<file path="config.mk">
export PLATFORM = sky130hd
export DESIGN_NAME = ils_ctrl
export DESIGN_NICKNAME = d
export VERILOG_FILES = /design/src/rtl/ils_pkg.sv /design/src/rtl/ils_ctrl.sv
export SDC_FILE = /design/constraint.sdc
export NUM_CORES = 1
export LEC_CHECK = 0
export ABC_AREA = 1
export BUFFER_PORTS_ARGS = -buffer_cell sky130_fd_sc_hd__buf_4
export CAP_MARGIN = 5
export CORE_AREA = 2 2 39 41
export DETAILED_ROUTE_END_ITERATION = 8
export DIE_AREA = 0 0 41 43
export SLEW_MARGIN = 20
export SYNTH_ARGS = -nofsm -noshare
export SYNTH_HDL_FRONTEND = slang
export SYNTH_SLANG_ARGS = --single-unit
</file>
<file path="constraint.sdc">
create_clock -name clk_i -period 1.9 [get_ports clk_i]
set_input_delay 0.095 -clock clk_i [delete_from_list [all_inputs] [get_ports clk_i]]
set_output_delay 0.095 -clock clk_i [all_outputs]
set_load 0.01 [all_outputs]
</file>
<file path="src/rtl/ils_pkg.sv">
// Package of shared types and codes for the indexed linked stack unit.
`timescale 1ns / 1ps
`default_nettype none

package ils_pkg;

  // Size of the slot pool; the beat field widths below are sized for it
  localparam int unsigned SLOTS = 256;

  // Fixed widths of the beat fields
  localparam int unsigned ACTION_W = 3;
  localparam int unsigned SLOT_W   = 8;
  localparam int unsigned FILL_W   = 9;
  localparam int unsigned COUNT_W  = 9;
  localparam int unsigned ERROR_W  = 2;

  // Action codes of an input beat
  localparam logic [ACTION_W-1:0] ACT_PUSH   = 3'd0;
  localparam logic [ACTION_W-1:0] ACT_POP    = 3'd1;
  localparam logic [ACTION_W-1:0] ACT_REMOVE = 3'd2;
  localparam logic [ACTION_W-1:0] ACT_CLEAR  = 3'd3;
  localparam logic [ACTION_W-1:0] ACT_FILL   = 3'd4;
  localparam logic [ACTION_W-1:0] ACT_QUERY  = 3'd5;

  // Error codes of a result beat
  typedef enum logic [ERROR_W-1:0] {
    ERR_OK          = 2'd0,
    ERR_REMOVE_MISS = 2'd1,
    ERR_PUSH_MEMBER = 2'd2
  } err_e;

  // Datapath step commands
  typedef enum logic [3:0] {
    CMD_NONE,
    CMD_PUSH,
    CMD_PUSH_LINK,
    CMD_POP_READ,
    CMD_RM_READ,
    CMD_UNLINK,
    CMD_CLEAR,
    CMD_FILL_START,
    CMD_FILL_STEP
  } dp_cmd_e;

  // Controller to datapath
  typedef struct packed {
    dp_cmd_e op;
    logic    emit;
    err_e    err;
  } cmd_t;

  // Datapath to controller
  typedef struct packed {
    logic slot_free;
    logic slot_member;
    logic head_valid;
    logic fill_zero;
    logic fill_last;
    logic out_busy;
  } sts_t;

endpackage

`default_nettype wire

</file>
<file path="src/rtl/ils_ctrl.sv">
// Controller state machine sequencing each stack operation.
`timescale 1ns / 1ps
`default_nettype none

module ils_ctrl
  import ils_pkg::*;
(
  input  wire logic                clk_i,
  input  wire logic                rst_ni,
  input  wire logic                in_valid_i,
  input  wire logic [ACTION_W-1:0] in_action_i,
  input  wire logic                out_ready_i,
  input  wire sts_t                sts_i,
  output logic                     in_ready_o,
  output cmd_t                     cmd_o
);

  localparam logic [1:0] ST_IDLE      = 2'd0;
  localparam logic [1:0] ST_PUSH_LINK = 2'd1;
  localparam logic [1:0] ST_UNLINK    = 2'd2;
  localparam logic [1:0] ST_FILL      = 2'd3;

  logic [1:0] state_q, state_d;
  logic       accept;

  // Take a beat only when idle and the result register is free or draining
  assign in_ready_o = (state_q == ST_IDLE) && (!sts_i.out_busy || out_ready_i);
  assign accept     = in_valid_i && in_ready_o;

  // Decode the operation and pick the datapath step
  always_comb begin
    state_d    = state_q;
    cmd_o.op   = CMD_NONE;
    cmd_o.emit = 1'b0;
    cmd_o.err  = ERR_OK;
    case (state_q)
      ST_IDLE: begin
        if (accept) begin
          case (in_action_i)
            ACT_PUSH: begin
              if (sts_i.slot_free) begin
                cmd_o.op = CMD_PUSH;
                if (sts_i.head_valid) begin
                  state_d = ST_PUSH_LINK;
                end else begin
                  cmd_o.emit = 1'b1;
                end
              end else begin
                cmd_o.emit = 1'b1;
                cmd_o.err  = ERR_PUSH_MEMBER;
              end
            end
            ACT_POP: begin
              if (sts_i.head_valid) begin
                cmd_o.op = CMD_POP_READ;
                state_d  = ST_UNLINK;
              end else begin
                cmd_o.emit = 1'b1;
              end
            end
            ACT_REMOVE: begin
              if (sts_i.slot_member) begin
                cmd_o.op = CMD_RM_READ;
                state_d  = ST_UNLINK;
              end else begin
                cmd_o.emit = 1'b1;
                cmd_o.err  = ERR_REMOVE_MISS;
              end
            end
            ACT_CLEAR: begin
              cmd_o.op   = CMD_CLEAR;
              cmd_o.emit = 1'b1;
            end
            ACT_FILL: begin
              cmd_o.op = CMD_FILL_START;
              if (sts_i.fill_zero) begin
                cmd_o.emit = 1'b1;
              end else begin
                state_d = ST_FILL;
              end
            end
            default: begin
              // query and unused codes only report
              cmd_o.emit = 1'b1;
            end
          endcase
        end
      end
      ST_PUSH_LINK: begin
        cmd_o.op   = CMD_PUSH_LINK;
        cmd_o.emit = 1'b1;
        state_d    = ST_IDLE;
      end
      ST_UNLINK: begin
        cmd_o.op   = CMD_UNLINK;
        cmd_o.emit = 1'b1;
        state_d    = ST_IDLE;
      end
      ST_FILL: begin
        cmd_o.op = CMD_FILL_STEP;
        if (sts_i.fill_last) begin
          cmd_o.emit = 1'b1;
          state_d    = ST_IDLE;
        end
      end
      default: begin
        state_d = ST_IDLE;
      end
    endcase
  end

  always_ff @(posedge clk_i or negedge rst_ni) begin
    if (!rst_ni) begin
      state_q <= ST_IDLE;
    end else begin
      state_q <= state_d;
    end
  end

endmodule

`default_nettype wire

</file>
; Yosys cells after proc, flatten, opt, wreduce, memory -nomap -nowiden
; Index checks and enable logic that the tools add are counted.
; Widths: inputs -> output; s select.
[word_totals]
register_bits = 2
elab_cells = 48
inputBits = 13
[classes]
reduce_logical = 8
n_eq_ne = 15
mux = 24
[op_table]
columns = operator, n
row1 = $mux 2, 10
row2 = $pmux 5 s4, 1
row3 = $ne 3x3->1 const B, 5
row4 = $pmux 3 s5, 1
row5 = $pmux 2 s4, 1
row6 = $reduce_and 8->1, 1
row7 = $mux 7, 1
row8 = $eq 3x2->1 const B, 2
row9 = $mux 3, 2
row10 = $pmux 2 s3, 1
row11 = $mux 1, 5
row12 = $ne 5x1->1 const B, 1
row13 = $eq 2x2->1 const B, 2
row14 = $ne 2x2->1 const B, 2
row15 = $pmux 1 s4, 1
row16 = $pmux 2 s2, 1
row17 = $eq 3x1->1 const B, 1
row18 = $eq 3x3->1 const B, 1
row19 = $logic_not 3->1, 1
row20 = $eq 2x1->1 const B, 1
row21 = $logic_and 1x1->1, 2
row22 = $logic_not 2->1, 1
row23 = $reduce_or 2->1, 1
row24 = $logic_not 1->1, 1
row25 = $logic_or 1x1->1, 1

; Longest topological paths before layout
[depth]
depth_word = 6
mapped_depth = 7

; Worst setup path after synthesis
; OpenSTA, ideal clock, no wires.
[synth_timing]
path_kind = register to output
start = register state_q[0]
end = output port cmd_o[2] (netlist bit)
n_path_buf = 0
setup_slack_ns = 0.761
t_arrival_ns = 1.044
stages_incl_launch_ff = 6
t_required_ns = 1.805
cell_sequence = dfrtp_1 -> nor2_2 -> nand3_2 -> nor2_1 -> a21oi_1 -> o21ai_1
[synth_rtl]
columns = element, line_no
row1 = start: declaration, ils_ctrl.sv:23  ; logic [1:0] state_q, state_d;
row2 = start signal: assignment, ils_ctrl.sv:116  ; state_q <= state_d;
row3 = end: declaration, ils_ctrl.sv:15  ; output cmd_t cmd_o

==> metrics.log <==
INFO  metric yosysMostFrequentCell = sky130_fd_sc_hd__nand2_1
INFO  metric synthDominantAreaCellType = sky130_fd_sc_hd__nand2_1
INFO  metric drive_above_1_share = 37.6%
INFO  metric slowest_stage = sky130_fd_sc_hd__dfrtp_1
INFO  metric postSynthCellCount = 61
INFO  metric synth.top_cells.by_area = sky130_fd_sc_hd__nand2_1 22%, sky130_fd_sc_hd__dfrtp_1 16%, sky130_fd_sc_hd__inv_1 11%
INFO  metric fin_area = 520 um^2
INFO  metric weighted_congestion_reported_at_the_end_of_routability_driven_placement = 0.775
INFO  metric setup-violations-final = 0
INFO  metric area_delta_synth_final = 63.8%
INFO  metric filler_cell_count = 169
INFO  metric slew_headroom = 87.2%
INFO  metric clock_tree.buffer_depth = 2
INFO  metric die_area = 1760 um^2
INFO  metric worst-path-max-fanout = 6
INFO  metric yosys_register_bits = 2
INFO  metric crit_required = 1800 ps
INFO  metric placement.cell_area = 488 um^2
INFO  metric holdWs = 200 ps
INFO  metric drc = 0
INFO  metric initial_utilization = 23.0%
INFO  metric clkLatencyLatePin = 220 ps
INFO  metric drt_iter0_drc = 11
INFO  metric first_pass_grt_wire_length = 1.38 mm
INFO  metric grt_antenna_before_repair = 0
INFO  metric setup_repair_after_global_routing_missed_its_margin = no
INFO  metric ys_dominant_reg_cell = sky130_fd_sc_hd__dfrtp_1
INFO  metric chipHeight = 43 um
INFO  metric yosys_warnings = 0
INFO  metric boundaryPins = 21
INFO  metric n_antenna_cell = 0
INFO  metric synth.cells.most_frequent = 19 x sky130_fd_sc_hd__nand2_1, 9 x sky130_fd_sc_hd__inv_1, 8 x sky130_fd_sc_hd__nor2_1
INFO  metric rows = 14
INFO  metric crit_chain = nor2_2 -> nand3_2 -> nor2_1 -> a21oi_1 -> o21ai_1 -> buf_4
INFO  metric worst_hold_path.endpoint = state_q[0]
INFO  metric avgRoutedWirePerCell = 8.19 um
INFO  metric synth_top_area_share = 22.4%
INFO  metric final_nets = 100
INFO  metric fin_skew = 1.51 ps
INFO  metric syn_avg_cell_area = 5.21 um^2
INFO  metric global_route.usage.total = 10.8%
INFO  metric rrSetupSlack = 810 ps
INFO  metric max_stage_delay = 390 ps
INFO  metric final_core_util = 37.6%
INFO  metric synth_enable_flop_cells = 0
INFO  metric timing.hold.worst.class = in2reg
INFO  metric finalMaxSlewViolations = 0
INFO  metric clkSinkCount = 2
INFO  metric power = 0.245 mW
INFO  metric share_of_async_settable_or_async_resettable_flops_after_synthesis = 100%
INFO  metric hold_start = sts_i[1]
INFO  metric globalRouteOverflowTotal = 0
INFO  metric worst_setup_path_end_kind = primary output
INFO  metric h-tree-depth = 1
INFO  metric worstRegToRegCells = 5
INFO  metric tritoncts = yes
INFO  metric ctsRootBufferMaster = sky130_fd_sc_hd__clkbuf_4
INFO  metric numPortBuffers = 20
INFO  metric grt_max_degree = 7
INFO  metric irDropWorstVdd = 230 uV
INFO  metric hold_path_depth = 4
INFO  metric clkTransAtPathRegs = 30 ps
INFO  metric critical_path_data_arrival_time = 1350 ps
INFO  metric largest_register_ffs = 2
INFO  metric synth.net_count = 74
INFO  metric final_hold_viol_count = 0
INFO  metric cellLeakagePower = 0.324 nW
INFO  metric start_kind = register
INFO  metric synthesis.area = 318 um^2
INFO  metric regMostFlops = state_q
INFO  metric vias = 438
INFO  metric tritoncts.num_buffers = 3
INFO  metric synth_seq_area_share = 15.7%
INFO  metric route.detailed.vias_per_inst = 4.34
INFO  metric reg.largest.list = state_q x2
INFO  metric setup-tns-final = 0 ps
INFO  metric power_density = 471 nW/um^2
INFO  metric hpwl = 708 um
INFO  metric final_antenna_net_count = 0
INFO  metric status = finished clean
INFO  metric r2r-start = state_q[0]
INFO  metric dieWidth = 41 um
INFO  metric detailedRoute.firstPassIterationCount = 4
INFO  metric tightestPinTransition = 190 ps
INFO  metric first_global_vias = 403
INFO  metric core-area = 1380 um^2
INFO  metric worst_r2r_endpoint = state_q[1]
INFO  metric synth.lib_cells_used.distinct = 14
INFO  metric total_wire_length_after_detailed_routing = 827 um
INFO  metric fin_crit_share = 75.9%
INFO  metric max_freq = 694 MHz
INFO  metric shortest_period_the_worst_path_allows = 1440 ps
INFO  metric drv_cap = 0
INFO  metric crit_type = reg2out
==> report_power, final <==
part           internal, mW  total (mW)  switching [mW]  leakage [nW]
registers            0.0451      0.0472         0.00203        0.0274
logic                0.0524       0.108          0.0552         0.283
clock network        0.0694      0.0903          0.0209        0.0138
==> worst max-delay path: cells and delay by family (launching register included) <==
kind | cells | cell delay, ps
AO/OA/AOI/OAI | 2 | 140
flip-flops | 1 | 390
buffers and inverters | 1 | 130
AND/OR/NAND/NOR | 3 | 470
==> stage by stage <==
stage,std cells,worst slack (ps)
floorplan,61,761
global route,101,365
CTS,101,445
finish,101,458
global placement,97,713
detailed placement,97,693
==> area by class of cell <==
class                      instances  area, um^2  share of cell area, %
multi-input combinational         48         226                   43.5
timing repair buffer              21         160                   30.8
sequential                         2        50.0                   9.62
inverter                          11        41.3                   7.93
clock buffer                       3        22.5                   4.33
tap                               16        20.0                   3.85
==> kinds of logic (layout without fill, tap and decap cells) <==
kind of cell           after synthesis  after routing  synth area share (%)
and+or+nand+nor                     40             40                  57.9
buffers and inverters               11             35                  13.0
AOI/OAI and AO/OA                    8              8                  13.4
DFF                                  2              2                  15.7
==> metal layers <==
| metal | vias up | track usage (%) | part of all wire (%) |
|---|---|---|---|
| li1 | 240 | - | - |
| met1 | 186 | 14.5 | 43 |
| met2 | 12 | 16.9 | 50 |
| met3 | 0 | 0 | 7.0 |
| met4 | 0 | 6.00 | 0 |
| met5 | - | 0 | 0 |
==> cell usage in the layout (no fill, tap or decap) <==
cell type	Yosys	routed
sky130_fd_sc_hd__buf_4	0	20
sky130_fd_sc_hd__nand2_1	19	19
sky130_fd_sc_hd__inv_1	9	9
sky130_fd_sc_hd__nor2_1	8	8
sky130_fd_sc_hd__nand3_1	6	6
sky130_fd_sc_hd__a21oi_1	4	4
sky130_fd_sc_hd__nand2_2	3	3
sky130_fd_sc_hd__clkbuf_4	0	3
sky130_fd_sc_hd__inv_2	2	2
sky130_fd_sc_hd__nor2_2	2	2
sky130_fd_sc_hd__o21ai_0	2	2
sky130_fd_sc_hd__dfrtp_1	2	2
sky130_fd_sc_hd__nand3_2	1	1
sky130_fd_sc_hd__o31ai_1	1	1
sky130_fd_sc_hd__nor2_4	1	1
sky130_fd_sc_hd__o21ai_1	1	1
sky130_fd_sc_hd__dlygate4sd3_1	0	1
==> how the worst max path moves through the flow <==
| stage | cells after the start | from | endpoint |
|---|---|---|---|
| finish | 6 | state_q[0] | cmd_o[2] |
| global route | 6 | state_q[0] | cmd_o[4] |
| CTS | 6 | state_q[0] | cmd_o[2] |
| detailed placement | 6 | state_q[0] | cmd_o[2] |
| global placement | 6 | state_q[0] | cmd_o[2] |
| floorplan | 5 | state_q[0] | cmd_o[2] |
==> what timing repair did <==
action,in CTS,in global routing
hold buffers,1,0
setup buffers,0,0
hold endpoints to repair,2,0
resized for setup,0,0
Note: power is estimated with default switching activity, not from simulation.
